### src/hw/rtl/sawbc_pkg.sv
// ----------------------------------------------------------------------------
// sawbc_pkg
// Shared constants and types for the set-associative write-back cache
// tag controller.
// ----------------------------------------------------------------------------
package sawbc_pkg;

   localparam int SETS_DEF      = 256;
   localparam int WAYS_DEF      = 8;
   localparam int ADDR_BITS_DEF = 32;

   localparam int OFS_W  = 3;
   localparam int IDX_W  = 4;
   localparam int WIU_W  = 4;
   localparam int CSR_IW = 2;
   localparam int CSR_DW = 4;
   localparam int SHIFT_W = 5;

   localparam logic [CSR_IW-1:0] CSR_OFFSET_WIDTH = 2'd0;
   localparam logic [CSR_IW-1:0] CSR_INDEX_WIDTH  = 2'd1;
   localparam logic [CSR_IW-1:0] CSR_WAYS_IN_USE  = 2'd2;

   localparam logic [OFS_W-1:0] OFS_RESET = 3'd5;
   localparam logic [IDX_W-1:0] IDX_RESET = 4'd8;
   localparam logic [WIU_W-1:0] WIU_RESET = 4'd8;

   typedef enum logic [2:0] {
      BK_CLEAR,
      BK_IDLE,
      BK_LOOK,
      BK_UPDATE
   } back_state_type;

endpackage

### src/hw/rtl/sawbc_front.sv
// ----------------------------------------------------------------------------
// sawbc_front
// Accepts access beats, splits the address into set, tag and block address,
// and holds them in a two-entry queue for the back end.
// ----------------------------------------------------------------------------
module sawbc_front import sawbc_pkg::*; #(
   parameter int SETS      = SETS_DEF,
   parameter int ADDR_BITS = ADDR_BITS_DEF,
   parameter int SET_W     = (SETS > 1) ? $clog2(SETS) : 1
) (
   input  logic                 clock,
   input  logic                 reset,
   input  logic                 push,
   input  logic [31:0]          address,
   input  logic                 is_store,
   input  logic [OFS_W-1:0]     ofs_w,
   input  logic [IDX_W-1:0]     idx_w,
   input  logic                 pop,
   output logic                 full,
   output logic                 not_empty,
   output logic [SET_W-1:0]     head_set,
   output logic [ADDR_BITS-1:0] head_tag,
   output logic [ADDR_BITS-1:0] head_blk,
   output logic                 head_store
);

   logic [ADDR_BITS-1:0] addr_m;
   logic [ADDR_BITS-1:0] set_full;
   logic [ADDR_BITS-1:0] set_mask;
   logic [SHIFT_W-1:0]   shift;
   logic [SET_W-1:0]     set_c;
   logic [ADDR_BITS-1:0] tag_c;
   logic [ADDR_BITS-1:0] blk_c;

   logic [SET_W-1:0]     q_set_ff   [2];
   logic [ADDR_BITS-1:0] q_tag_ff   [2];
   logic [ADDR_BITS-1:0] q_blk_ff   [2];
   logic                 q_store_ff [2];
   logic                 wr_ptr_ff, wr_ptr_in;
   logic                 rd_ptr_ff, rd_ptr_in;
   logic [1:0]           count_ff, count_in;

   always_comb begin
      addr_m   = address[ADDR_BITS-1:0];
      set_mask = ~({ADDR_BITS{1'b1}} << idx_w);
      set_full = (addr_m >> ofs_w) & set_mask;
      set_c    = set_full[SET_W-1:0];
      shift    = SHIFT_W'(ofs_w) + SHIFT_W'(idx_w);
      tag_c    = addr_m >> shift;
      blk_c    = (addr_m >> ofs_w) << ofs_w;
   end

   always_comb begin
      wr_ptr_in = push ? ~wr_ptr_ff : wr_ptr_ff;
      rd_ptr_in = pop ? ~rd_ptr_ff : rd_ptr_ff;
      count_in  = count_ff + 2'(push) - 2'(pop);
   end

   always_ff @(posedge clock) begin
      if (reset) begin
         wr_ptr_ff <= 1'b0;
         rd_ptr_ff <= 1'b0;
         count_ff  <= 2'd0;
      end else begin
         wr_ptr_ff <= wr_ptr_in;
         rd_ptr_ff <= rd_ptr_in;
         count_ff  <= count_in;
      end
   end

   always_ff @(posedge clock) begin
      if (push) begin
         q_set_ff[wr_ptr_ff]   <= set_c;
         q_tag_ff[wr_ptr_ff]   <= tag_c;
         q_blk_ff[wr_ptr_ff]   <= blk_c;
         q_store_ff[wr_ptr_ff] <= is_store;
      end
   end

   assign full       = (count_ff == 2'd2);
   assign not_empty  = (count_ff != 2'd0);
   assign head_set   = q_set_ff[rd_ptr_ff];
   assign head_tag   = q_tag_ff[rd_ptr_ff];
   assign head_blk   = q_blk_ff[rd_ptr_ff];
   assign head_store = q_store_ff[rd_ptr_ff];

endmodule

### config.mk
export PLATFORM = sky130hd
export DESIGN_NAME = sawbc_front
export DESIGN_NICKNAME = d
export VERILOG_FILES = /design/src/hw/rtl/sawbc_pkg.sv /design/src/hw/rtl/sawbc_front.sv
export SDC_FILE = /design/constraint.sdc
export NUM_CORES = 1
export LEC_CHECK = 0
export ABC_AREA = 0
export BUFFER_PORTS_ARGS = -buffer_cell sky130_fd_sc_hd__buf_2
export CORE_MARGIN = 2
export CORE_UTILIZATION = 50
export CTS_BUF_LIST = sky130_fd_sc_hd__clkbuf_4 sky130_fd_sc_hd__clkbuf_8
export DETAILED_ROUTE_END_ITERATION = 8
export GPL_ROUTABILITY_DRIVEN = 0
export PLACE_DENSITY = 0.72
export SLEW_MARGIN = 20
export SYNTH_ARGS = -nofsm -noshare
export SYNTH_HDL_FRONTEND = slang
export SYNTH_SLANG_ARGS = --single-unit
export TNS_END_PERCENT = 10
### constraint.sdc
create_clock -name clock -period 4.4 [get_ports clock]
set_input_delay 0.44 -clock clock [delete_from_list [all_inputs] [get_ports clock]]
set_output_delay 0.44 -clock clock [all_outputs]
set_load 0.02 [all_outputs]
==> results of run 1 <==
## logic make-up after synthesis
| family | Yosys count | synth area share [%] |
|---|---|---|
| flops | 151 | 56.9 |
| mux | 135 | 22.6 |
| simple gates | 128 | 7.05 |
| compound gates | 88 | 6.91 |
| buf+inv | 70 | 4.02 |
| xor+xnor | 8 | 1.46 |
| fa+ha+maj | 6 | 1.05 |
## where the power goes
group	internal, mW	switching (mW)
logic	0.404	0.633
clock network	0.802	0.524
registers	1.75	0.0384
## synthesized netlist by cell type (2+ instances only)
| library cell | count | area [um2] |
|---|---|---|
| mux2_2 | 79 | 890 |
| mux2_4 | 3 | 45.0 |
| xnor2_1 | 4 | 35.0 |
| buf_6 | 2 | 22.5 |
| a221oi_1 | 2 | 17.5 |
| edfxtp_1 | 146 | 4380 |
| o21bai_1 | 2 | 15.0 |
| o21ai_0 | 10 | 50.1 |
| inv_1 | 7 | 26.3 |
| mux4_1 | 4 | 105 |
| a211oi_1 | 9 | 67.6 |
| nor3_1 | 7 | 35.0 |
| buf_2 | 10 | 50.1 |
| nor3b_1 | 2 | 15.0 |
| a21boi_0 | 2 | 15.0 |
| nor2b_1 | 7 | 43.8 |
| nand3_1 | 3 | 15.0 |
| nor2_1 | 39 | 146 |
| and2_1 | 5 | 31.3 |
| mux4_2 | 20 | 450 |
| buf_4 | 7 | 52.6 |
| o211ai_1 | 2 | 15.0 |
| ha_1 | 5 | 62.6 |
| o21ai_1 | 10 | 50.1 |
| a21o_1 | 2 | 15.0 |
| clkbuf_1 | 43 | 161 |
| a31oi_1 | 10 | 62.6 |
| nand2_1 | 57 | 214 |
| mux2i_1 | 29 | 290 |
| a21oi_1 | 30 | 150 |
| o22ai_1 | 2 | 12.5 |
| dfxtp_1 | 5 | 100 |
## cell type report
cell class	count	share of cell area [%]
clock buffer	18	2.67
timing repair buffer	126	7.33
inverter	7	0.290
clock inverter	14	2.99
multi-input combinational	365	34.2
sequential	151	49.6
tap	211	2.92
## per-layer routing
layer	vias to the layer above	GRT usage, %
met5	-	0
met2	236	33.5
met3	30	6.15
met4	0	7.21
met1	2490	27.5
li1	2359	-
## registers in the layout, summed over array words and instances (netlist names), named ones only
name and count:
rd_ptr_ff 1, wr_ptr_ff 1, q_blk_ff 64, q_tag_ff 64, q_store_ff 2, count_ff 2
q_set_ff 16
## worst max path at each step
stage          startpoint        endpoint  slack (ns)
2_1_floorplan        push  q_blk_ff[0][0]        0.25
3_3_place_gp     ofs_w[0]  q_tag_ff[0][3]        1.04
3_5_place_dp     ofs_w[0]  q_tag_ff[1][3]        0.99
4_1_cts          ofs_w[0]  q_tag_ff[1][3]        1.49
5_1_grt          ofs_w[0]  q_tag_ff[1][3]        1.21
6_report         ofs_w[0]  q_tag_ff[0][9]        1.40
## per-stage QoR
step,hold slack (ns),power (mW),area [um2]
floorplan,0.480,2.57,7880
global placement,0.495,2.82,8540
detailed placement,0.519,2.85,8540
CTS,0.142,4.18,9050
global route,0.143,4.33,9050
finish,0.177,4.15,9050
## worst max-delay path, stage by stage
cell and delay (ns):
buf_2 0.25, ha_2 0.26, fa_1 0.51, xnor2_2 0.67, buf_4 0.30, mux2i_1 0.38, nand2_1 0.09, nand2_1 0.16
o21ai_1 0.12
==> run metrics, run 1 <==
number of inserted diodes 0; drt wl/cell 18.9 um; met2 wire len 8260 um; Data arrival, critical path between 3 and 4 ns; sequential fraction of the synthesis area 56.9%; dpl cells 860; Final Hold Viols 0; post-route ant nets 0; PnR worst setup slack 1.40 ns; critical path fanouts, max 23; later-pin clock latency in the skew report roughly 0.45 ns; Post-Route Utilization 59.1%; most common cell after layout, fill and taps aside edfxtp_1; Rel. slew slack 23.5%; number of synthesized flops with an enable pin 146; final setup violating endpoints 0; max-slew violation count 0; fillers 1,257; # Post-CTS Setup Buffers 0; height of the die 130 um; RSZ-0062 raised after global routing false; Reg2Reg Depth 2; FF-to-FF Start wr_ptr_ff; vias in the first global route 4,926; Final min period 3.00 ns; Clock Path Buffers 2; Synth async-reset ratio 0%; final setup TNS 0 ns; most frequent cells in the layout edfxtp_1 (146), buf_2 (118), mux2_2 (79), nand2_1 (57), nor2_1 (39); port bufs 118; MaxCap Viol Count 0; DRT Pass-1 Iters 5; pre-CTS setup slack about 0.99 ns; GRT Overall Usage 20.9%; status completed; hold_sp is_store; register cell area after layout around 4500 um2; flops & latches, synth 151; cts hold-fix bufs 0; Core Region 15,300 um2; RR Endpoint q_blk_ff[0][20]; M1 wire length 7070 um; worst path required time 4.59 ns; DP HPWL 11,500 um; Synth Warn # 0; Final nets 718; fmax 333 MHz; cell count after synthesis 586; Overflow after GRT 0; R2R setup slack 2.51 ns; Routed WL 16,800 um; hold path depth 1; die area 16,800 um2; Via Count a little over 5,000; worst hold path class input port to flip-flop; CTS Sinks about 150; initial antenna violation count 0; Synthesized Nets 636; uppermost layer routed met4; Top FF cell, synth edfxtp_1; Initial Util approximately 51%; hold endpoint q_store_ff[1]; CTS H-tree depth 4; synth unique cells between 50 and 60; CTS tree yes; Worst Tran Pin Value 1.14 ns; first-pass GRT wire length between 20,000 and 30,000 um; Final period util 68.2%; fin cells just under 900; Multi-input gate area 3100 um2; clock root buffer clkbuf_8; CTS Buf Count 17; Die W approximately 130 um; DR vias/cell 5.73; synthesized area 7880 um2; row cnt between 40 and 50; critical path class input port to flip-flop; Post-CTS Resized 0; Setup crit end kind flip-flop; VDD IR max 0.000284 V; routed wl met3 1210 um; nature of the critical path startpoint input port; area grow syn2layout 14.8%; skew final 0.0120 ns; PwrDens 459 nW/um2; Top Ports 119; clock slew at reported path FFs 0.08 ns; drt drc 0; leakage 3.41 nW; mean post-synth cell area 13.4 um2; initial DRC count 455; pin count of the biggest net entering global routing 74; ratio of cells with drive above 1 in the final layout 40.2%
Note: power is estimated with default switching activity, not from simulation.
==> run 2: changes to the inputs <==
- ABC_AREA: 0 -> 1
- clock period: 4.4 -> 2.6 ns (I/O delays scaled with it)
==> run metrics, run 2 <==
synth unique cells 36 (was 53); Data arrival, critical path 1.70 ns (was 3.19 ns); largest area contributor in the netlist edfxtp_1 (unchanged); critical path class flip-flop to primary output (was input port to flip-flop); skew final 0.00676 ns (was 0.0120 ns); flops & latches, synth 151 (unchanged); Top FF cell, synth edfxtp_1 (unchanged); critical path fanouts, max 50 (was 23); Final period util between 70% and 80%; Yosys top cell area share 55.0% (was 55.6%); drt wl/cell 16.6 um (was 18.9 um); initial antenna violation count 0 (unchanged); synthesized area 7970 um2 (was 7880 um2); CTS Buf Count 17 (unchanged); vias in the first global route 5,622 (was 4,926); most frequent cells in the layout nand3_1 (172), nand2_1 (156), edfxtp_1 (146), buf_2 (118), mux2_2 (73) (was edfxtp_1 (146), buf_2 (118), mux2_2 (79), nand2_1 (57), nor2_1 (39)); pre-CTS setup slack 0.298 ns (was 0.995 ns); Die W 130 um (about the same); Initial Util 50.7% (was 51.4%); area grow syn2layout 14.2% (was 14.8%); CTS tree yes (unchanged); DRT Pass-1 Iters 5 (unchanged); MaxCap Viol Count 0 (unchanged); final setup violating endpoints 0 (unchanged); die area 17,000 um2 (was 16,800 um2); worst path required time 2.34 ns (was 4.59 ns); height of the die 130 um (about the same); initial DRC count 594 (was 455); ratio of cells with drive above 1 in the final layout 29.0% (was 40.2%); Rel. slew slack 60.3% (was 23.5%); Final min period around 2.0 ns; final setup TNS 0 ns (unchanged); Synth async-reset ratio 0% (unchanged); Synthesized Nets 831 (was 636); later-pin clock latency in the skew report 0.44 ns (was 0.45 ns); post-route ant nets 0 (unchanged); hold_ws 0.0221 ns (was 0.177 ns); Overflow after GRT 0 (unchanged); sequential fraction of the synthesis area 56.2% (was 56.9%); Clock Path Buffers 2 (unchanged); max-slew violation count 0 (unchanged); first-pass GRT wire length 28,100 um (was 26,300 um); Final nets 918 (was 718); PnR worst setup slack 0.639 ns (was 1.40 ns); pin count of the biggest net entering global routing 74 (unchanged); Worst Tran Pin Value 0.595 ns (was 1.14 ns); Top Ports 119 (unchanged); # Post-CTS Setup Buffers 0 (unchanged); RSZ-0062 raised after global routing false (unchanged); clock root buffer clkbuf_8 (unchanged); number of synthesized flops with an enable pin 146 (unchanged); clock slew at reported path FFs 0.08 ns (about the same); GRT Overall Usage 21.7% (was 20.9%); Synth Warn # 0 (unchanged); DR vias/cell 5.56 (was 5.73); number of inserted diodes 0 (unchanged); port bufs 118 (unchanged); VDD IR max 0.000455 V (was 0.000284 V); most numerous cell in the Yosys netlist nand3_1 (was edfxtp_1); CTS Sinks 151 (unchanged); CTS H-tree depth 4 (unchanged); Via Count 6,086 (was 5,115); mean post-synth cell area 10.2 um2 (was 13.4 um2); Synth top cells by count nand3_1 (172), nand2_1 (156), edfxtp_1 (146) (was edfxtp_1 (146), mux2_2 (79), nand2_1 (57)); drt drc 0 (unchanged); Routed WL 18,100 um (was 16,800 um); Final Hold Viols 0 (unchanged); fmax 510 MHz; synth top area cells edfxtp_1 (55%), nand3_1 (11%), mux2_2 (10%), nand2_1 (7.3%), o21ai_1 (2.2%) (was edfxtp_1 (56%), mux2_2 (11%), mux4_2 (5.7%), mux2i_1 (3.7%), nand2_1 (2.7%)); leakage 3.66 nW (was 3.41 nW); DP HPWL 12,500 um (was 11,500 um); row cnt 46 (was 45); Setup crit end kind primary output (was flip-flop); nature of the critical path startpoint flip-flop (was input port); cell count after synthesis 781 (was 586); status completed (unchanged); leading registers by flop count q_blk_ff (64), q_tag_ff (64), q_set_ff (16) (unchanged); Core Region 15,700 um2 (was 15,300 um2); worst hold path class input port to flip-flop (unchanged); PwrDens 710 nW/um2 (was 459 nW/um2); most common cell after layout, fill and taps aside nand3_1 (was edfxtp_1)
## run 2: final timing paths
| check | from | end | slack [ns] | depth (start not counted) |
|---|---|---|---|---|
| max | flip-flop | head_tag[7] | 0.64 | 3 |
| min | reset | count_ff[0] | 0.02 | 2 |
| max reg2reg | count_ff[0] | count_ff[1] | 1.26 | 7 |
| min reg2reg | rd_ptr_ff | rd_ptr_ff | 0.52 | 2 |
## run 2: kinds of logic (layout without fill, tap and decap cells)
group           after synthesis  in the layout  share of synthesized area (%)
xor+xnor                      2              2                          0.220
buf+inv                     100            198                           6.01
mux                          73             73                           10.3
fa+ha+maj                     6              6                           1.04
flops                       151            151                           56.2
compound gates               60             60                           4.19
simple gates                389            389                           22.0
## run 2: timing repair
item                                   in CTS  in global routing
resized for setup                           0                  0
hold buffers                                3                  0
endpoints found under the hold margin       6                  0
## run 2: metrics by stage
stage	power, mW	utilization (%)	area (um2)	std cells
after floorplan	4.24	-	7980	781
after global placement	4.68	55.3	8690	1062
after detailed placement	4.71	55.3	8690	1062
after CTS	6.50	57.9	9100	1095
after global routing	6.78	57.9	9100	1095
final	6.46	57.9	9100	1095
## run 2: critical path: stages (launching register included)
cell and delay (ns):
dfxtp_2 0.36, buf_12 0.26, mux2_2 0.42, buf_2 0.17
## run 2: area by class of cell
cell class	instances	area [um2]
Fill cell	1365	6610
Tap cell	216	270
Clock inverter	10	130
Multi-Input combinational cell	530	3020
Sequential cell	151	4490
Inverter	28	105
Timing Repair Buffer	140	838
Clock buffer	20	256
## run 2: where the power goes
group          switching (mW)  internal [mW]
Sequential             0.0437           2.93
Combinational            1.09          0.600
Clock                   0.828          0.961
Total                    1.97           4.49
## run 2: routing by layer
| layer | track usage, % | up-vias | routed length (um) | share of wire, % |
|---|---|---|---|---|
| met5 | 0 | - | 0 | 0 |
| met4 | 7.78 | 0 | 384 | 2.1 |
| met3 | 4.26 | 34 | 1180 | 6.5 |
| met2 | 34.1 | 256 | 8350 | 46 |
| met1 | 30.3 | 2882 | 8220 | 45 |
| li1 | - | 2914 | - | - |
